## src/mfs_pkg.sv

```systemverilog
// Shared types and constants of the metaball field shader.
`timescale 1ns / 1ps
package mfs_pkg;
  localparam int IDX_W     = 3;
  localparam int TAB_IDX_W = 5;
  localparam int COORD_W   = 12;
  localparam int RAD_W     = 8;
  localparam int PIX_W     = 9;
  localparam int DX_W      = 13;
  localparam int SQ_W      = 2 * DX_W;
  localparam int D2_W      = SQ_W + 1;
  localparam int RR_W      = 2 * RAD_W;
  localparam int BLUE_W    = 8;
  localparam logic [BLUE_W-1:0] BLUE_MAX = 8'd255;

  localparam logic REQ_BALL  = 1'b0;
  localparam logic REQ_PIXEL = 1'b1;

  typedef enum logic {
    ST_IDLE,
    ST_SCAN
  } mfs_state_t;

  typedef struct packed {
    logic vld;
    logic first;
    logic last;
    logic hit;
  } mfs_tag_t;
endpackage

```

## src/mfs_issue.sv

```systemverilog
// Ball table, per-ball sequencer and squared-distance stages.
`timescale 1ns / 1ps
module mfs_issue
  import mfs_pkg::*;
#(
  parameter int BALLS     = 7,
  parameter int FRAC_BITS = 16
) (
  input  logic                          clk,
  input  logic                          rst,
  input  logic                          en,
  input  logic                          req_valid,
  output logic                          req_ready,
  input  logic                          req_type,
  input  logic [IDX_W-1:0]              ball_index,
  input  logic signed [COORD_W-1:0]     ball_x,
  input  logic signed [COORD_W-1:0]     ball_y,
  input  logic [RAD_W-1:0]              ball_radius,
  input  logic [PIX_W-1:0]              pixel_x,
  input  logic [PIX_W-1:0]              pixel_y,
  output mfs_tag_t                      term_tag,
  output logic [D2_W-1:0]               term_d2,
  output logic [RR_W+FRAC_BITS-1:0]     term_num
);
  localparam int CW = (BALLS > 1) ? $clog2(BALLS) : 1;
  localparam logic [CW-1:0] LAST = CW'(BALLS - 1);

  mfs_state_t state, state_next;
  logic [CW-1:0] cnt;
  logic [PIX_W-1:0] px_r, py_r;
  logic accept, issue;

  logic signed [COORD_W-1:0] tab_x [BALLS];
  logic signed [COORD_W-1:0] tab_y [BALLS];
  logic [RAD_W-1:0]          tab_r [BALLS];

  mfs_tag_t tag1, tag2;
  logic signed [DX_W-1:0] dx1, dy1;
  logic [RAD_W-1:0] r1;
  logic signed [SQ_W-1:0] sqx, sqy;
  logic [SQ_W-1:0] sqx2, sqy2;
  logic [RR_W-1:0] rr2;
  logic [D2_W-1:0] sum2;

  assign accept = req_valid && req_ready;

  always_comb begin
    state_next = state;
    case (state)
      ST_IDLE: if (accept && req_type == REQ_PIXEL) state_next = ST_SCAN;
      ST_SCAN: if (en && cnt == LAST) state_next = ST_IDLE;
      default: state_next = ST_IDLE;
    endcase
  end

  always_comb begin
    req_ready = 1'b0;
    issue     = 1'b0;
    case (state)
      ST_IDLE: req_ready = en;
      ST_SCAN: issue = en;
      default: req_ready = 1'b0;
    endcase
  end

  always_ff @(posedge clk) begin
    if (rst) begin
      state <= ST_IDLE;
      cnt   <= '0;
    end else begin
      state <= state_next;
      if (accept) cnt <= '0;
      else if (issue) cnt <= (cnt == LAST) ? '0 : cnt + 1'b1;
    end
  end

  always_ff @(posedge clk) begin
    if (accept && req_type == REQ_PIXEL) begin
      px_r <= pixel_x;
      py_r <= pixel_y;
    end
    if (accept && req_type == REQ_BALL) begin
      for (int i = 0; i < BALLS; i++) begin
        if ({2'b00, ball_index} == TAB_IDX_W'(i)) begin
          tab_x[i] <= ball_x;
          tab_y[i] <= ball_y;
          tab_r[i] <= ball_radius;
        end
      end
    end
  end

  // stage 1: differences
  always_ff @(posedge clk) begin
    if (rst) tag1 <= '0;
    else if (en) tag1 <= '{vld: issue, first: (cnt == '0), last: (cnt == LAST), hit: 1'b0};
  end

  always_ff @(posedge clk) begin
    if (en) begin
      dx1 <= {tab_x[cnt][COORD_W-1], tab_x[cnt]} - {4'b0000, px_r};
      dy1 <= {tab_y[cnt][COORD_W-1], tab_y[cnt]} - {4'b0000, py_r};
      r1  <= tab_r[cnt];
    end
  end

  // stage 2: squares
  assign sqx = dx1 * dx1;
  assign sqy = dy1 * dy1;

  always_ff @(posedge clk) begin
    if (rst) tag2 <= '0;
    else if (en) tag2 <= tag1;
  end

  always_ff @(posedge clk) begin
    if (en) begin
      sqx2 <= sqx;
      sqy2 <= sqy;
      rr2  <= r1 * r1;
    end
  end

  // stage 3: squared distance and numerator
  assign sum2 = {1'b0, sqx2} + {1'b0, sqy2};

  always_ff @(posedge clk) begin
    if (rst) term_tag <= '0;
    else if (en) term_tag <= '{vld: tag2.vld, first: tag2.first, last: tag2.last,
                              hit: (sum2 == '0)};
  end

  always_ff @(posedge clk) begin
    if (en) begin
      term_d2  <= (sum2 == '0) ? D2_W'(1) : sum2;
      term_num <= {rr2, {FRAC_BITS{1'b0}}};
    end
  end
endmodule

```

## config.mk

```make
export PLATFORM = sky130hd
export DESIGN_NAME = mfs_issue
export DESIGN_NICKNAME = d
export VERILOG_FILES = /design/src/mfs_pkg.sv /design/src/mfs_issue.sv
export SDC_FILE = /design/constraint.sdc
export NUM_CORES = 1
export LEC_CHECK = 0
export BUFFER_PORTS_ARGS = -buffer_cell sky130_fd_sc_hd__buf_2
export CAP_MARGIN = 20
export CORE_MARGIN = 1
export CORE_UTILIZATION = 45
export CTS_BUF_LIST = sky130_fd_sc_hd__clkbuf_4
export DETAILED_ROUTE_END_ITERATION = 16
export PLACE_DENSITY_LB_ADDON = 0.3
export SYNTH_ARGS = -nofsm -noshare
export SYNTH_HDL_FRONTEND = slang
export SYNTH_SLANG_ARGS = --single-unit
```

## constraint.sdc

```tcl
create_clock -name clk -period 12.5 [get_ports clk]
set_input_delay 3.125 -clock clk [delete_from_list [all_inputs] [get_ports clk]]
set_output_delay 3.125 -clock clk [all_outputs]
set_load 0.05 [all_outputs]
```

==> metrics.yaml <==
yosys:
  ys_ff_latch: 400
  avgSynthCellArea_sq_um: 11.9
  synth.largest_area_cell: "edfxtp_1"
  synth_edf_count: 383
  synthArstFlopShare_pct: 0
  synthDominantCellAreaShare_pct: 39.1
  netlist_top_cells_count: "470 x inv_1, 383 x edfxtp_1, 313 x fa_1"
  synth_cells: 2466
  synth.most_common_cell: "inv_1"
  synth_area_sq_um: 29400
  yosys_warnings: 0
  yosysSeqAreaShare_pct: 40.2
  synth_area_leaders: "edfxtp_1 39%, fa_1 21%, ha_1 9.2%, inv_1 6.0%, xnor2_1 2.5%"
  synth.distinct_cells: 83
  ys.flop_type: "edfxtp_1"
final_layout:
  drive_above_1_share_pct: 12.9
  final_nets: 3213
  regArea_sq_um: 11800
  multi_input_area_sq_um: 15500
  nFillCells: 5742
  areaGrowthSynthToFinish_pct: 9.29
timing:
  post-route-min-period_ns: 7.24
  period_share_pct: 58.0
  slew_headroom_pct: 22.2
  worstMarginPinSlew_ns: 1.15
  maxSlewViolCount: 0
  tns_ns: 0
  fin_worst_skew_ns: 0.0746
  max_freq_mhz: 138
  hold_viol: 0
  final-setup-viol-count: 0
  grt_setup_unrepaired: "false"
floorplan:
  num_io_pins: 122
  core_area_sq_um: 64600
  die_w_um: 258
  die_y_um: 258
  dieArea_sq_um: 66400
  num_rows: 93
  start_util_pct: 45.6
clocking:
  cts_buffers: 102
  clock_latency_ns: 0.84
  htree_levels: 3
  ctsHoldBuffers: 0
  post_cts_buffers: 0
  cts_tree: "done"
  clockBufferDepth: 3
  clock-sinks: 400
  root_buffer: "clkbuf_4"
  cts.clk_slew.worst_paths_ns: 0.07
  cts_resized: 0
outcome:
  outcome: "complete, no violations"
critical_path:
  crit_family: "buffers and inverters"
  crit_chain: "buf_6, nor2b_1, buf_2"
  arrival_ns: 4.12
  regToRegSetupSlack_ns: 5.89
  required_ns: 9.38
  crit_fanout: 47
  worstSetupPathType: "in2out"
  slowest_stage: "buf_6"
  endpoint_kind: "primary output"
  path_buf_inv: 2
  critPathLaunchType: "input port"
  slowest_delay_ns: 0.35
run:
  cap_violations: 0
drt:
  num_vias: 17900
  drt_iter0_drc: 782
  post-route-drc-count: 0
  route.final.wire_length_um: 56600
  firstDrtPassIters: 5
  drtAntennaViolNets: 0
  via_per_inst: 5.03
  wire_per_inst_um: 15.9
grt:
  grt_usage_pct: 17.8
  grt_max_degree: 61
  grt_pass1_vias: 19300
  grt_pass1_wl_um: 94100
  grt_antenna_before_repair: 5
  grt-ovfl-total: 0
place:
  place.gp.congestion: 0.863
  hpwl_um: 42100
  port_buffers: 104
hold_path:
  hp-class: "reg2reg"
[placed cells by master, fill, tap and decap left out, drive strengths merged, types with 7 or more instances in the layout]
cell type    n
nor2       147
nand3       15
inv        472
nor2b       38
dfxtp       17
o21ai       36
a21o        25
or3         12
xnor2       83
a21oi      106
o41ai        7
nand2      161
mux4        32
edfxtp     383
o21a        12
o211ai      10
and2        74
mux2i       41
and3         7
a211oi       9
a21boi      10
nand2b      16
clkinv      25
o21bai      11
fa         313
clkbuf     146
xor2        22
conb        20
nor3        29
ha         217
buf        120
[cells by family (layout without fill, tap and decap cells)]
| group | count (synthesis) | after routing | share of synthesized area, % |
|---|---|---|---|
| flip-flops | 400 | 400 | 40.2 |
| XOR/XNOR | 105 | 105 | 3.13 |
| buffers and inverters | 554 | 766 | 7.44 |
| adder cells (fa/ha/maj) | 530 | 530 | 30.5 |
| other | 1 | 26 | 0.0127 |
| AND/OR/NAND/NOR | 522 | 522 | 8.45 |
| multiplexers | 74 | 74 | 3.88 |
| AO/OA/AOI/OAI | 280 | 280 | 6.31 |
[layer usage]
| layer | GRT usage (%) | wire, um | up-vias |
|---|---|---|---|
| met4 | 6.41 | 1280 | 6 |
| li1 | - | - | 8544 |
| met2 | 30.5 | 28200 | 356 |
| met3 | 3.22 | 2650 | 93 |
| met1 | 22.6 | 24400 | 8882 |
| met5 | 0 | 37 | - |
[area by class of cell]
type / count / share of cell area, %
Clock buffer: 146 / 3.41
Tap cell: 855 / 3.33
Multi-Input combinational cell: 1531 / 48.2
Inverter: 470 / 5.49
Clock inverter: 30 / 0.646
Sequential cell: 400 / 36.8
Antenna cell: 6 / 0.0467
Timing Repair Buffer: 120 / 2.01
[through the flow]
stage,setup slack [ns],hold slack (ns),area (sq um),utilization (%),instances
floorplan,5.36,0.400,29500,-,2485
global placement,5.29,0.405,30800,47.7,3376
detailed placement,5.23,0.405,30800,47.7,3376
CTS,5.21,0.346,32100,49.8,3552
global route,5.16,0.370,32100,49.8,3556
finish,5.26,0.349,32200,49.8,3558
[state kept, by name (all words and copies together) (netlist names), named ones only]
register  flops
cnt           3
dx1          13
dy1          13
px_r          9
py_r          9
r1            8
rr2          15
sqx2         25
sqy2         25
state         1
tab_r        56
tab_x        84
tab_y        84
tag1          3
tag2          3
term_d2      27
term_num     15
term_tag      4
[final timing paths]
check | end | start | cells past startpoint
setup / recovery | req_ready | en | 3
setup reg to reg | sqx2[25] | dx1[12] | 18
hold / removal | term_num[30] | rr2[14] | 0
hold reg to reg | term_num[30] | rr2[14] | 0
Power is not shown: default switching activity piles up to over one toggle a cycle in this logic, so the estimate is an artifact.
