**src/mfs_pkg.sv**
```systemverilog
// Shared types and constants of the metaball field shader.
`timescale 1ns / 1ps
package mfs_pkg;
  localparam int IDX_W     = 3;
  localparam int TAB_IDX_W = 5;
  localparam int COORD_W   = 12;
  localparam int RAD_W     = 8;
  localparam int PIX_W     = 9;
  localparam int DX_W      = 13;
  localparam int SQ_W      = 2 * DX_W;
  localparam int D2_W      = SQ_W + 1;
  localparam int RR_W      = 2 * RAD_W;
  localparam int BLUE_W    = 8;
  localparam logic [BLUE_W-1:0] BLUE_MAX = 8'd255;

  localparam logic REQ_BALL  = 1'b0;
  localparam logic REQ_PIXEL = 1'b1;

  typedef enum logic {
    ST_IDLE,
    ST_SCAN
  } mfs_state_t;

  typedef struct packed {
    logic vld;
    logic first;
    logic last;
    logic hit;
  } mfs_tag_t;
endpackage

```
**src/mfs_accum.sv**
```systemverilog
// Term accumulation, clamp, blue shading and output register.
`timescale 1ns / 1ps
module mfs_accum
  import mfs_pkg::*;
#(
  parameter int BALLS     = 7,
  parameter int FRAC_BITS = 16
) (
  input  logic                          clk,
  input  logic                          rst,
  input  logic                          en,
  input  mfs_tag_t                      term_tag,
  input  logic [RR_W+FRAC_BITS-1:0]     term_quo,
  output logic                          res_valid,
  output logic [FRAC_BITS:0]            field_value,
  output logic [BLUE_W-1:0]             blue_level
);
  localparam int NW = RR_W + FRAC_BITS;
  localparam int AW = NW + $clog2(BALLS + 1);
  localparam int FW = FRAC_BITS + 1;
  localparam int PW = 2 * FW;
  localparam int BW = PW + BLUE_W;
  localparam logic [AW-1:0] ONE = AW'(1) << FRAC_BITS;

  logic [AW-1:0] acc, sum_now;
  logic hit_acc, hit_now;
  logic v1, v2;
  logic [FW-1:0] s1, s2;
  logic [PW-1:0] prod2;
  logic [BW-1:0] scaled;
  logic [BW-2*FRAC_BITS-1:0] blue_full;

  assign sum_now = (term_tag.first ? '0 : acc) + (term_tag.hit ? '0 : AW'(term_quo));
  assign hit_now = (term_tag.first ? 1'b0 : hit_acc) | term_tag.hit;

  always_ff @(posedge clk) begin
    if (en && term_tag.vld) begin
      acc     <= sum_now;
      hit_acc <= hit_now;
    end
  end

  always_ff @(posedge clk) begin
    if (rst) begin
      v1        <= 1'b0;
      v2        <= 1'b0;
      res_valid <= 1'b0;
    end else if (en) begin
      v1        <= term_tag.vld && term_tag.last;
      v2        <= v1;
      res_valid <= v2;
    end
  end

  always_ff @(posedge clk) begin
    if (en) begin
      s1    <= (hit_now || sum_now > ONE) ? '0 : sum_now[FW-1:0];
      s2    <= s1;
      prod2 <= s1 * s1;
    end
  end

  assign scaled    = {prod2, {BLUE_W{1'b0}}} - {{BLUE_W{1'b0}}, prod2};
  assign blue_full = scaled[BW-1:2*FRAC_BITS];

  always_ff @(posedge clk) begin
    if (en) begin
      field_value <= s2;
      blue_level  <= (blue_full > {{(BW-2*FRAC_BITS-BLUE_W){1'b0}}, BLUE_MAX})
                     ? BLUE_MAX : blue_full[BLUE_W-1:0];
    end
  end
endmodule

```
**config.mk**
```make
export PLATFORM = sky130hd
export DESIGN_NAME = mfs_accum
export DESIGN_NICKNAME = d
export VERILOG_FILES = /design/src/mfs_pkg.sv /design/src/mfs_accum.sv
export SDC_FILE = /design/constraint.sdc
export NUM_CORES = 1
export LEC_CHECK = 0
export ABC_AREA = 1
export BUFFER_PORTS_ARGS = -buffer_cell sky130_fd_sc_hd__clkbuf_2
export CAP_MARGIN = 30
export CORE_AREA = 2 2 243 245
export CTS_BUF_LIST = sky130_fd_sc_hd__clkbuf_8 sky130_fd_sc_hd__clkbuf_16
export DETAILED_ROUTE_END_ITERATION = 10
export DIE_AREA = 0 0 245 247
export SLEW_MARGIN = 25
export SYNTH_ARGS = -nofsm -noshare
export SYNTH_HDL_FRONTEND = slang
export SYNTH_SLANG_ARGS = --single-unit
```
**constraint.sdc**
```tcl
create_clock -name clk -period 8 [get_ports clk]
set_clock_uncertainty 0.05 [all_clocks]
set_input_delay 0.4 -clock clk [delete_from_list [all_inputs] [get_ports clk]]
set_output_delay 0.4 -clock clk [all_outputs]
set_load 0.05 [all_outputs]
```
==> results_tabular.tex <==
\begin{tabular}{lr}
\hline
Metric & Value \\
\hline
\multicolumn{2}{l}{\textbf{Outcome}} \\
\quad Status & complete, no violations \\
\multicolumn{2}{l}{\textbf{Synthesis}} \\
\quad Leading post-synthesis cells by cell area & fa\_1, edfxtp\_1, inv\_1, ha\_1, nand2\_1 \\
\quad Most repeated cell in the gate-level netlist after synthesis & inv\_1 \\
\quad Cell Area, Synth & 17200 um\^{}2 \\
\quad Share of synthesized area occupied by flip-flops and latches & 0.225 \\
\quad Fraction of registers with async set or reset after synthesis & 0 \\
\quad Post-Synthesis Mean Instance Area & 7.81 um\^{}2 \\
\quad Number of standard cells after synthesis & 2207 \\
\quad Number of flops mapped to enable cells by yosys & 127 \\
\quad Yosys Warn Count & 0 \\
\quad Area leader, netlist & fa\_1 \\
\quad Area share of the largest cell type after synthesis & 0.224 \\
\quad Ys flop type & edfxtp\_1 \\
\quad Top cells by instance count after synthesis & inv\_1, nand2\_1, fa\_1 \\
\quad Synthesized netlist net count & 2605 \\
\quad Flip-flop and latch count after synthesis & 130 \\
\quad Number of unique standard cell types used by synthesis & 37 \\
\multicolumn{2}{l}{\textbf{CTS}} \\
\quad Gates resized, CTS repair & 0 \\
\quad Maximum count of clock buffers along a single path & 2 \\
\quad Clock Root Buffer & clkbuf\_16 \\
\quad CTS tree & done \\
\quad Buffers inserted by post-CTS timing repair & 0 \\
\quad Sinks on Clock Net & 130 \\
\quad Clock-pin slew reported for the worst setup and hold paths after clock tree synthesis & 0.06 ns \\
\quad CTS hold repair buffers & 0 \\
\quad Clock latency on the worst-skew pair & 0.46 ns \\
\quad Number of clock buffers inserted by TritonCTS & 17 \\
\quad H-tree depth & 4 \\
\multicolumn{2}{l}{\textbf{Global route}} \\
\quad Pin count of the biggest net entering global routing & 43 \\
\quad Via count of the first global-routing pass & 13500 \\
\quad Global-route wire length before repair & 67700 um \\
\quad Global-route total usage across every layer & 0.141 \\
\quad Number of antenna violations at the first check in global routing & 0 \\
\quad Total global routing overflow & 0 \\
\multicolumn{2}{l}{\textbf{Final layout}} \\
\quad Number of nets in the finished design & 2647 \\
\quad Antenna diode count & 0 \\
\quad Number of fillers in the final layout & 6230 \\
\quad Share of cells above drive strength 1 & 0.0703 \\
\quad Layout Area Growth over Synthesis & 9.99\% \\
\quad Non-filler cells in the finished layout & 3035 \\
\multicolumn{2}{l}{\textbf{Critical path}} \\
\quad Worst reg2reg setup slack & 1.69 ns \\
\quad Data required time of the worst path & 8.15 ns \\
\quad Maximum fanout along the worst path & 19 \\
\quad Worst reg-to-reg path cell count & 20 \\
\quad Arr. time, crit path & 6.46 ns \\
\quad Termination of the worst setup path & prod2[26] \\
\quad Worst setup path startpoint & s1[3] \\
\quad Endpoint class of the critical path & flop \\
\quad Terminus of the critical flop-to-flop path & prod2[26] \\
\quad Source of the worst register-to-register timing path & s1[3] \\
\quad Worst Path Class, Setup & flop to flop \\
\quad Crit start category & flop \\
\multicolumn{2}{l}{\textbf{STA}} \\
\quad Setup slack of the critical path after layout & 1.69 ns \\
\quad Final setup violation count & 0 \\
\quad Period utilisation layout & 0.789 \\
\quad Worst Tran Pin Value & 0.909 ns \\
\quad RSZ-0062 raised after global routing & false \\
\quad Final period demand of the worst path & 6.31 ns \\
\quad Relative max-transition margin & 0.394 \\
\quad Achievable Freq & 158 MHz \\
\quad Final max-slew violation count & 0 \\
\quad Total Neg Setup Slack & 0 ns \\
\quad Hold Vio Cnt, Final & 0 \\
\multicolumn{2}{l}{\textbf{Die}} \\
\quad Total number of placement rows & 89 \\
\quad Die height & 247 um \\
\quad Die W & 245 um \\
\quad Top-Level Pins & 65 \\
\quad Die area & 60500 um\^{}2 \\
\quad Initial Util & 0.296 \\
\quad Placeable core region & 58200 um\^{}2 \\
\multicolumn{2}{l}{\textbf{Place}} \\
\quad Pre-CTS WS & 1.71 ns \\
\quad Routability-driven placement congestion ratio & 0.885 \\
\quad Placed Cells incl. Taps & 3003 \\
\quad HPWL after detailed placement & 33000 um \\
\quad Buffers on Ports & 64 \\
\multicolumn{2}{l}{\textbf{Drt}} \\
\quad Avg WL per Cell & 13.3 um \\
\quad Remaining routing DRC violations & 0 \\
\quad First-pass DRT Iterations & 5 \\
\quad Post-detailed-route count of antenna-violating nets & 0 \\
\quad Overall routed net length & 40300 um \\
\quad Ratio of routed vias to standard cells & 4.35 \\
\quad Number of design-rule violations left by the first detailed-router iteration & 818 \\
\quad Routed via count & 13200 \\
\multicolumn{2}{l}{\textbf{Pwr}} \\
\quad Power density cells & 185 nW/um\^{}2 \\
\quad Portion of total power attributed to combinational logic & 0.495 \\
\quad Internal power summed over all cells & 1.99 mW \\
\quad Worst IR Drop VDD & 0.000167 V \\
\quad Leakage & 10.4 nW \\
\quad NetSw & 1.52 mW \\
\quad Total chip power & 3.51 mW \\
\quad Share of total power in the clock network & 0.229 \\
\quad Sw frac & 0.434 \\
\quad Sequential share of power & 0.276 \\
\multicolumn{2}{l}{\textbf{Hold path}} \\
\quad Class of the tightest hold or removal check & primary input to flop \\
\multicolumn{2}{l}{\textbf{Run}} \\
\quad Maxcap violations & 0 \\
\hline
\end{tabular}
-- per-stage QoR --
step | cell area [um^2] | hold slack [ns] | utilization
2_1_floorplan | 17200 | 0.350 | -
3_3_place_gp | 18400 | 0.360 | 0.316
6_report | 19000 | 0.0816 | 0.326
5_1_grt | 19000 | 0.0790 | 0.326
3_5_place_dp | 18400 | 0.356 | 0.316
4_1_cts | 19000 | 0.0585 | 0.326
-- state kept, by name, indices dropped and copies added, names as in the netlist --
register / count
v1: 1
hit_acc: 1
blue_level: 8
res_valid: 1
s2: 17
field_value: 17
s1: 17
acc: 35
v2: 1
prod2: 32
-- worst min path at each step --
stage	startpoint	endpoint	cells after the start
3_5_place_dp	s2[12]	field_value[12]	0
4_1_cts	rst	v1	2
6_report	rst	v2	2
2_1_floorplan	s2[10]	field_value[10]	0
3_3_place_gp	s2[1]	field_value[1]	0
5_1_grt	rst	res_valid	2
-- critical path, stage by stage, from the launching register on --
cell      delay (ns)
edfxtp_1        0.84
nand2_1         0.21
inv_1           0.13
fa_1            0.42
inv_1           0.09
fa_1            0.44
fa_1            0.51
inv_1           0.05
fa_1            0.46
fa_1            0.54
inv_1           0.05
fa_1            0.52
inv_1           0.04
ha_1            0.34
a21oi_1         0.20
o21ai_0         0.11
o21bai_1        0.21
a21boi_0        0.35
o21ai_0         0.19
a21oi_1         0.19
xnor2_1         0.09
-- logic make-up (layout without fill, tap and decap cells) --
logic type,count (synthesis),count (layout),share of synthesized area
and+or+nand+nor,848,848,0.208
buffers and inverters,649,704,0.142
adders and majority gates,359,359,0.345
AOI/OAI and AO/OA,165,165,0.0522
DFF,130,130,0.225
xor gates and xnor gates,55,55,0.0279
muxes,1,1,0.000653
-- cell usage in the layout (no fill, tap or decap), types with 4 or more instances in the layout --
cell type and n:
clkbuf_2 63, clkbuf_16 17, nor4_1 4, xor2_1 31, o21ai_0 42, nand3_1 51
nor2_1 182, o21bai_1 7, o21a_1 4, nand4_1 13, ha_1 166, nand2_2 19
o211ai_1 4, nor3_2 13, nand2_1 510, a31oi_1 8, a21oi_1 90, edfxtp_1 127
buf_4 6, fa_1 193, inv_1 597, inv_2 7, nor2_2 9, a21o_1 4
nor3_1 22, nand3_2 6, xnor2_1 24, nand3b_1 13
-- power by group through the flow --
| stage | logic (mW) | clock network [mW] | registers [mW] |
|---|---|---|---|
| after CTS | 1.75 | 0.829 | 0.969 |
| after global routing | 2.01 | 0.852 | 0.979 |
| after floorplan | 1.31 | 0 | 0.987 |
| after detailed placement | 1.73 | 0 | 0.983 |
| final | 1.74 | 0.806 | 0.969 |
| after global placement | 1.74 | 0 | 0.983 |
-- cell type report --
type | count | area, um^2 | area share
tap | 773 | 967 | 0.0510
inverter | 603 | 2260 | 0.119
timing repair buffer | 69 | 360 | 0.0190
clock buffer | 17 | 425 | 0.0224
clock inverter | 15 | 158 | 0.00831
multi-input combinational | 1428 | 10900 | 0.576
sequential | 130 | 3870 | 0.204
-- routing by layer --
layer | global-route usage | share of wire | vias to the layer above | wire [um]
li1 | - | - | 6736 | -
met4 | 0.0298 | 0.011 | 0 | 455
met3 | 0.0209 | 0.038 | 32 | 1540
met5 | 0 | 0 | - | 0
met1 | 0.187 | 0.48 | 6171 | 19400
met2 | 0.241 | 0.47 | 253 | 18900
Note: power is estimated with default switching activity, not from simulation.
