## src/mfs_pkg.sv

```systemverilog
// Shared types and constants of the metaball field shader.
`timescale 1ns / 1ps
package mfs_pkg;
  localparam int IDX_W     = 3;
  localparam int TAB_IDX_W = 5;
  localparam int COORD_W   = 12;
  localparam int RAD_W     = 8;
  localparam int PIX_W     = 9;
  localparam int DX_W      = 13;
  localparam int SQ_W      = 2 * DX_W;
  localparam int D2_W      = SQ_W + 1;
  localparam int RR_W      = 2 * RAD_W;
  localparam int BLUE_W    = 8;
  localparam logic [BLUE_W-1:0] BLUE_MAX = 8'd255;

  localparam logic REQ_BALL  = 1'b0;
  localparam logic REQ_PIXEL = 1'b1;

  typedef enum logic {
    ST_IDLE,
    ST_SCAN
  } mfs_state_t;

  typedef struct packed {
    logic vld;
    logic first;
    logic last;
    logic hit;
  } mfs_tag_t;
endpackage

```

## src/mfs_div.sv

```systemverilog
// Pipelined restoring divider, one quotient bit per stage.
`timescale 1ns / 1ps
module mfs_div
  import mfs_pkg::*;
#(
  parameter int FRAC_BITS = 16
) (
  input  logic                          clk,
  input  logic                          rst,
  input  logic                          en,
  input  mfs_tag_t                      in_tag,
  input  logic [D2_W-1:0]               in_d2,
  input  logic [RR_W+FRAC_BITS-1:0]     in_num,
  output mfs_tag_t                      out_tag,
  output logic [RR_W+FRAC_BITS-1:0]     out_quo
);
  localparam int NW = RR_W + FRAC_BITS;

  mfs_tag_t         tag_r [NW];
  logic [D2_W-1:0]  rem_r [NW];
  logic [D2_W-1:0]  d_r   [NW];
  logic [NW-1:0]    num_r [NW];
  logic [NW-1:0]    q_r   [NW];

  mfs_tag_t         tag_s [NW];
  logic [D2_W-1:0]  rem_s [NW];
  logic [D2_W-1:0]  d_s   [NW];
  logic [NW-1:0]    num_s [NW];
  logic [NW-1:0]    q_s   [NW];

  logic [D2_W-1:0]  rem_n [NW];
  logic [NW-1:0]    num_n [NW];
  logic [NW-1:0]    q_n   [NW];
  logic [D2_W:0]    trial [NW];

  always_comb begin
    tag_s[0] = in_tag;
    rem_s[0] = '0;
    d_s[0]   = in_d2;
    num_s[0] = in_num;
    q_s[0]   = '0;
    for (int k = 1; k < NW; k++) begin
      tag_s[k] = tag_r[k-1];
      rem_s[k] = rem_r[k-1];
      d_s[k]   = d_r[k-1];
      num_s[k] = num_r[k-1];
      q_s[k]   = q_r[k-1];
    end
  end

  always_comb begin
    for (int k = 0; k < NW; k++) begin
      trial[k] = {rem_s[k], num_s[k][NW-1]};
      num_n[k] = {num_s[k][NW-2:0], 1'b0};
      if (trial[k] >= {1'b0, d_s[k]}) begin
        rem_n[k] = D2_W'(trial[k] - {1'b0, d_s[k]});
        q_n[k]   = {q_s[k][NW-2:0], 1'b1};
      end else begin
        rem_n[k] = trial[k][D2_W-1:0];
        q_n[k]   = {q_s[k][NW-2:0], 1'b0};
      end
    end
  end

  always_ff @(posedge clk) begin
    if (rst) begin
      for (int k = 0; k < NW; k++) tag_r[k] <= '0;
    end else if (en) begin
      for (int k = 0; k < NW; k++) tag_r[k] <= tag_s[k];
    end
  end

  always_ff @(posedge clk) begin
    if (en) begin
      for (int k = 0; k < NW; k++) begin
        rem_r[k] <= rem_n[k];
        d_r[k]   <= d_s[k];
        num_r[k] <= num_n[k];
        q_r[k]   <= q_n[k];
      end
    end
  end

  assign out_tag = tag_r[NW-1];
  assign out_quo = q_r[NW-1];
endmodule

```

## config.mk

```make
export PLATFORM = sky130hd
export DESIGN_NAME = mfs_div
export DESIGN_NICKNAME = d
export VERILOG_FILES = /design/src/mfs_pkg.sv /design/src/mfs_div.sv
export SDC_FILE = /design/constraint.sdc
export NUM_CORES = 2
export LEC_CHECK = 0
export ABC_CLOCK_PERIOD_IN_PS = 10300
export BUFFER_PORTS_ARGS = -buffer_cell sky130_fd_sc_hd__buf_2
export CORE_ASPECT_RATIO = 1.4
export CORE_MARGIN = 4
export CORE_UTILIZATION = 27
export DETAILED_ROUTE_END_ITERATION = 10
export GPL_TIMING_DRIVEN = 0
export HOLD_SLACK_MARGIN = 0.05
export PLACE_DENSITY_LB_ADDON = 0.1
export RECOVER_POWER = 25
export SLEW_MARGIN = 20
export SYNTH_ARGS = -nofsm -noshare
export SYNTH_HDL_FRONTEND = slang
export SYNTH_SLANG_ARGS = --single-unit
```

## constraint.sdc

```tcl
create_clock -name clk -period 10.3 [get_ports clk]
set_input_delay 2.06 -clock clk [delete_from_list [all_inputs] [get_ports clk]]
set_output_delay 2.06 -clock clk [all_outputs]
set_load 0.05 [all_outputs]
```

==> tab_implementation.tex <==
\begin{tabular}{lr}
\hline
Metric & Value \\
\hline
\multicolumn{2}{l}{\textbf{Yosys}} \\
\quad Post-synth EDFFs & 2,826 \\
\quad Share of the synthesized area in the top cell type & 0.614 \\
\quad Cell taking the most area after synthesis & edfxtp\_1 \\
\quad Register area share after synthesis & 0.614 \\
\quad Distinct cells, synth & 98 \\
\quad Post-synth net total & 11,900 \\
\quad Yosys warnings & 0 \\
\quad Largest cells by area after synthesis & edfxtp\_1 61\%, ha\_1 7.6\%, a21oi\_1 3.0\% \\
\quad Post-synthesis cell count & 10,900 \\
\quad Area of the mapped netlist & roughly 0.14 mm\^{}2 \\
\quad Async S/R FF share, synth & 0 \\
\quad Post-synthesis average cell area & between 10 and 15 um\^{}2 \\
\quad Primary flip-flop cell chosen by synthesis mapping & edfxtp\_1 \\
\quad Synthesis-stage register bit count & 2,826 \\
\multicolumn{2}{l}{\textbf{STA}} \\
\quad RSZ-0062 raised after global routing & false \\
\quad Time the worst path needs with I/O delays and setup & 6.82 ns \\
\quad Max\_slew headroom & 0.257 \\
\quad Slew @ Worst Pin & 1.11 ns \\
\quad Final Hold Vio Count & 0 \\
\quad Final count of negative-setup-slack endpoints & 0 \\
\quad Setup tns final & 0 ns \\
\quad Post-Route Skew & around 0.073 ns \\
\quad Fraction of the cycle the final worst path needs & 0.662 \\
\quad Top achievable clock speed & 147 MHz \\
\quad Pins Over Slew Limit & 0 \\
\multicolumn{2}{l}{\textbf{Global routing}} \\
\quad Leftover overflow at the end of global routing & 0 \\
\quad Pin count of the biggest net entering global routing & $\sim$150 \\
\quad Vias in the first global route & 88,900 \\
\quad GRT Resource Usage Total & 0.137 \\
\quad Wire length of the first global-routing pass & 551 mm \\
\quad Initial antenna violation count & 4 \\
\multicolumn{2}{l}{\textbf{CTS}} \\
\quad Post-CTS setup repair buffer count & 0 \\
\quad Number of buffers created by CTS & approximately 330 \\
\quad Clock Tree Buf Depth & 4 \\
\quad Clock-pin slew on the worst setup and hold paths & 0.06 ns \\
\quad Clock net sink count & 2,826 \\
\quad Number of resized instances in the post-cts repair step & 0 \\
\quad Htree depth & 5 \\
\quad Latest clock arrival within the worst-skew pair & between 0.9 and 1 ns \\
\quad Library cell used as clock root buffer & clkbuf\_16 \\
\quad Clock tree from TritonCTS & done \\
\quad CTS Hold Bufs & 0 \\
\multicolumn{2}{l}{\textbf{Worst setup path}} \\
\quad Worst Reg2Reg Path Length in Cells & 13 \\
\quad Category of the worst setup path launch point & input port \\
\quad Sequence of cells on the critical path & buf\_12 -> buf\_16 -> buf\_16 -> buf\_16 -> buf\_16 -> buf\_16 -> buf\_16 -> buf\_16 -> or2\_4 -> buf\_16 \\
\quad Dominant cell type by count on the critical path & buf\_16 \\
\quad CP arrival & between 7 and 8 ns \\
\quad Worst path slowest cell & or2\_4 \\
\quad Slowest Stage Delay on Critical Path & 0.65 ns \\
\quad Kind of end point of the critical path & flop \\
\quad Setup CP Type & input port to flop \\
\quad Critical Path Fanout Max & approximately 140 \\
\quad Startpoint of the lowest-slack register-to-register path & d\_r[0][405] \\
\quad Endpoint of the lowest-slack register-to-register path & rem\_r[1][24] \\
\quad Slack of the worst reg-to-reg path & between 5 and 6 ns \\
\quad Required time of the critical path & 10.92 ns \\
\multicolumn{2}{l}{\textbf{Min path}} \\
\quad Hold depth & 0 \\
\quad End point of the worst hold path & q\_r[1][469] \\
\quad Hold path startpoint & q\_r[1][436] \\
\quad Path class of the lowest-slack min-delay path & flop to flop \\
\multicolumn{2}{l}{\textbf{Die}} \\
\quad Row count & 310 \\
\quad Die Span Y & 855 um \\
\quad Placeable core area & 0.510 mm\^{}2 \\
\quad Die span in x & between 600 and 700 um \\
\quad Top-level port count & 102 \\
\quad Effective utilization at floorplan & 0.271 \\
\quad Floorplan die area & 0.524 mm\^{}2 \\
\multicolumn{2}{l}{\textbf{Run}} \\
\quad Max-cap check violation count & 0 \\
\multicolumn{2}{l}{\textbf{Routing}} \\
\quad Number of iterations in the first detailed-routing pass & 6 \\
\quad Total Wirelength & 369 mm \\
\quad Total DRC errors in the routed layout & 0 \\
\quad Total via count in the routed design & 85,200 \\
\quad Post-route ant nets & 0 \\
\quad Mean routed wirelength per cell & roughly 20 um \\
\quad Number of DRC markers after the initial detailed-route iteration & 5,091 \\
\quad Ratio of routed vias to standard cells & 4.64 \\
\multicolumn{2}{l}{\textbf{Place}} \\
\quad GP Congestion & around 0.89 \\
\quad Number of port buffers & $\sim$100 \\
\quad Half-perimeter wire length of the detailed placement result & between 200 and 300 mm \\
\multicolumn{2}{l}{\textbf{Cells and area}} \\
\quad Ratio of cells with drive above 1 in the final layout & 0.0874 \\
\quad Relative area change from synthesis to final layout & 14.7\% \\
\quad Nets@finish & 12,300 \\
\quad Final standard cell utilization of the core & 0.311 \\
\multicolumn{2}{l}{\textbf{Power}} \\
\quad Worst voltage drop across the vdd grid & between 0.1 and 0.15 mV \\
\quad Ratio of total power to cell area & 313 mW/mm\^{}2 \\
\quad Static Leak & approximately 61 nW \\
\multicolumn{2}{l}{\textbf{Status}} \\
\quad Status & finished, final reports clean \\
\hline
\end{tabular}
## worst max-delay path by stage
stage          from          end  slack (ns)  cells past startpoint
3_5_place_dp     en  tag_r[0][0]        2.44                     10
5_1_grt          en  tag_r[0][7]        3.12                     10
4_1_cts          en  tag_r[0][7]        3.56                     10
3_3_place_gp     en  tag_r[0][0]      -42.25                      2
6_report         en  tag_r[0][1]        3.48                     10
2_1_floorplan   rst  tag_r[0][0]        5.62                      3
## cell families (layout without fill, tap and decap cells)
group,count (synthesis),count (layout),synth area share
AO/OA/AOI/OAI,2632,2632,0.119
multiplexers,360,360,0.0295
other,0,4,0
flip-flops,2826,2826,0.614
buffers and inverters,1278,2001,0.0357
AND/OR/NAND/NOR,2271,2271,0.0790
adder cells (fa/ha/maj),869,869,0.0803
XOR/XNOR,679,679,0.0430
## state kept, by name, indices dropped and copies added (netlist names)
signal  flops
d_r       837
rem_r     837
tag_r     128
q_r       528
num_r     496
## cells in the final DEF (no fill, tap or decap), types with 249 or more instances in the layout
master / count
xor2_1: 249
xnor2_1: 430
ha_1: 839
clkbuf_16: 335
o21ai_0: 639
nor2_1: 585
edfxtp_1: 2826
inv_1: 1053
mux2_2: 293
a21o_1: 383
nand2_1: 660
a21oi_1: 842
## per-layer routing
layer,global-route usage,vias up,part of all wire,wire length [um]
met2,0.281,1583,0.57,212000
met3,0.0182,713,0.032,11900
met1,0.133,41600,0.35,128000
li1,-,41200,-,-
met5,0,-,0,0
met4,0.0602,0,0.048,17900
## power by group
group          switching, mW  total (mW)  internal [mW]
Clock                   4.89        11.6           6.76
Sequential              1.56        17.8           16.2
Combinational           11.8        20.1           8.29
## critical path: cells and delay by family
family                 cells  cell delay, ns
buffers and inverters      9            3.78
and+or+nand+nor            1            0.65
## stage by stage
| step | total power [mW] | hold WS (ns) | setup WS [ns] | instances | instance area, um^2 |
|---|---|---|---|---|---|
| 5_1_grt | 53.0 | 0.408 | 3.12 | 18300 | 158000 |
| 2_1_floorplan | 31.6 | 0.400 | 5.62 | 10900 | 138000 |
| 3_5_place_dp | 38.4 | 0.405 | 2.44 | 17800 | 148000 |
| 3_3_place_gp | 39.2 | 0.400 | -42.25 | 17700 | 147000 |
| 4_1_cts | 50.5 | 0.401 | 3.56 | 18300 | 158000 |
| 6_report | 49.6 | 0.395 | 3.48 | 18400 | 158000 |
## final cells by class
cell class	instances	area [um^2]
Sequential cell	2826	84900
Fill cell	51000	351000
Timing Repair Buffer	129	1200
Clock buffer	398	8620
Multi-Input combinational cell	6811	48500
Clock inverter	196	1940
Buffer	225	978
Inverter	1053	3950
Antenna cell	4	10.0
Tap cell	6708	8390
## cells in the mapped netlist, types with 36 or more instances
cell type	n
a21oi_1	842
a211oi_1	72
nand2b_1	123
o21bai_1	77
edfxtp_1	2826
and3_1	64
o21ai_0	639
inv_1	1053
nor2_1	585
nor2b_1	174
xnor2_1	430
nand4_1	122
a21o_1	383
nor3_1	126
mux2_2	293
o21a_1	116
o211ai_1	41
and2_1	101
a31oi_1	75
xor2_1	249
or3_1	36
clkbuf_1	177
o31ai_1	62
nand2_1	660
ha_1	839
nand3_1	150
No activity file was read; power rests on OpenSTA's default activity.
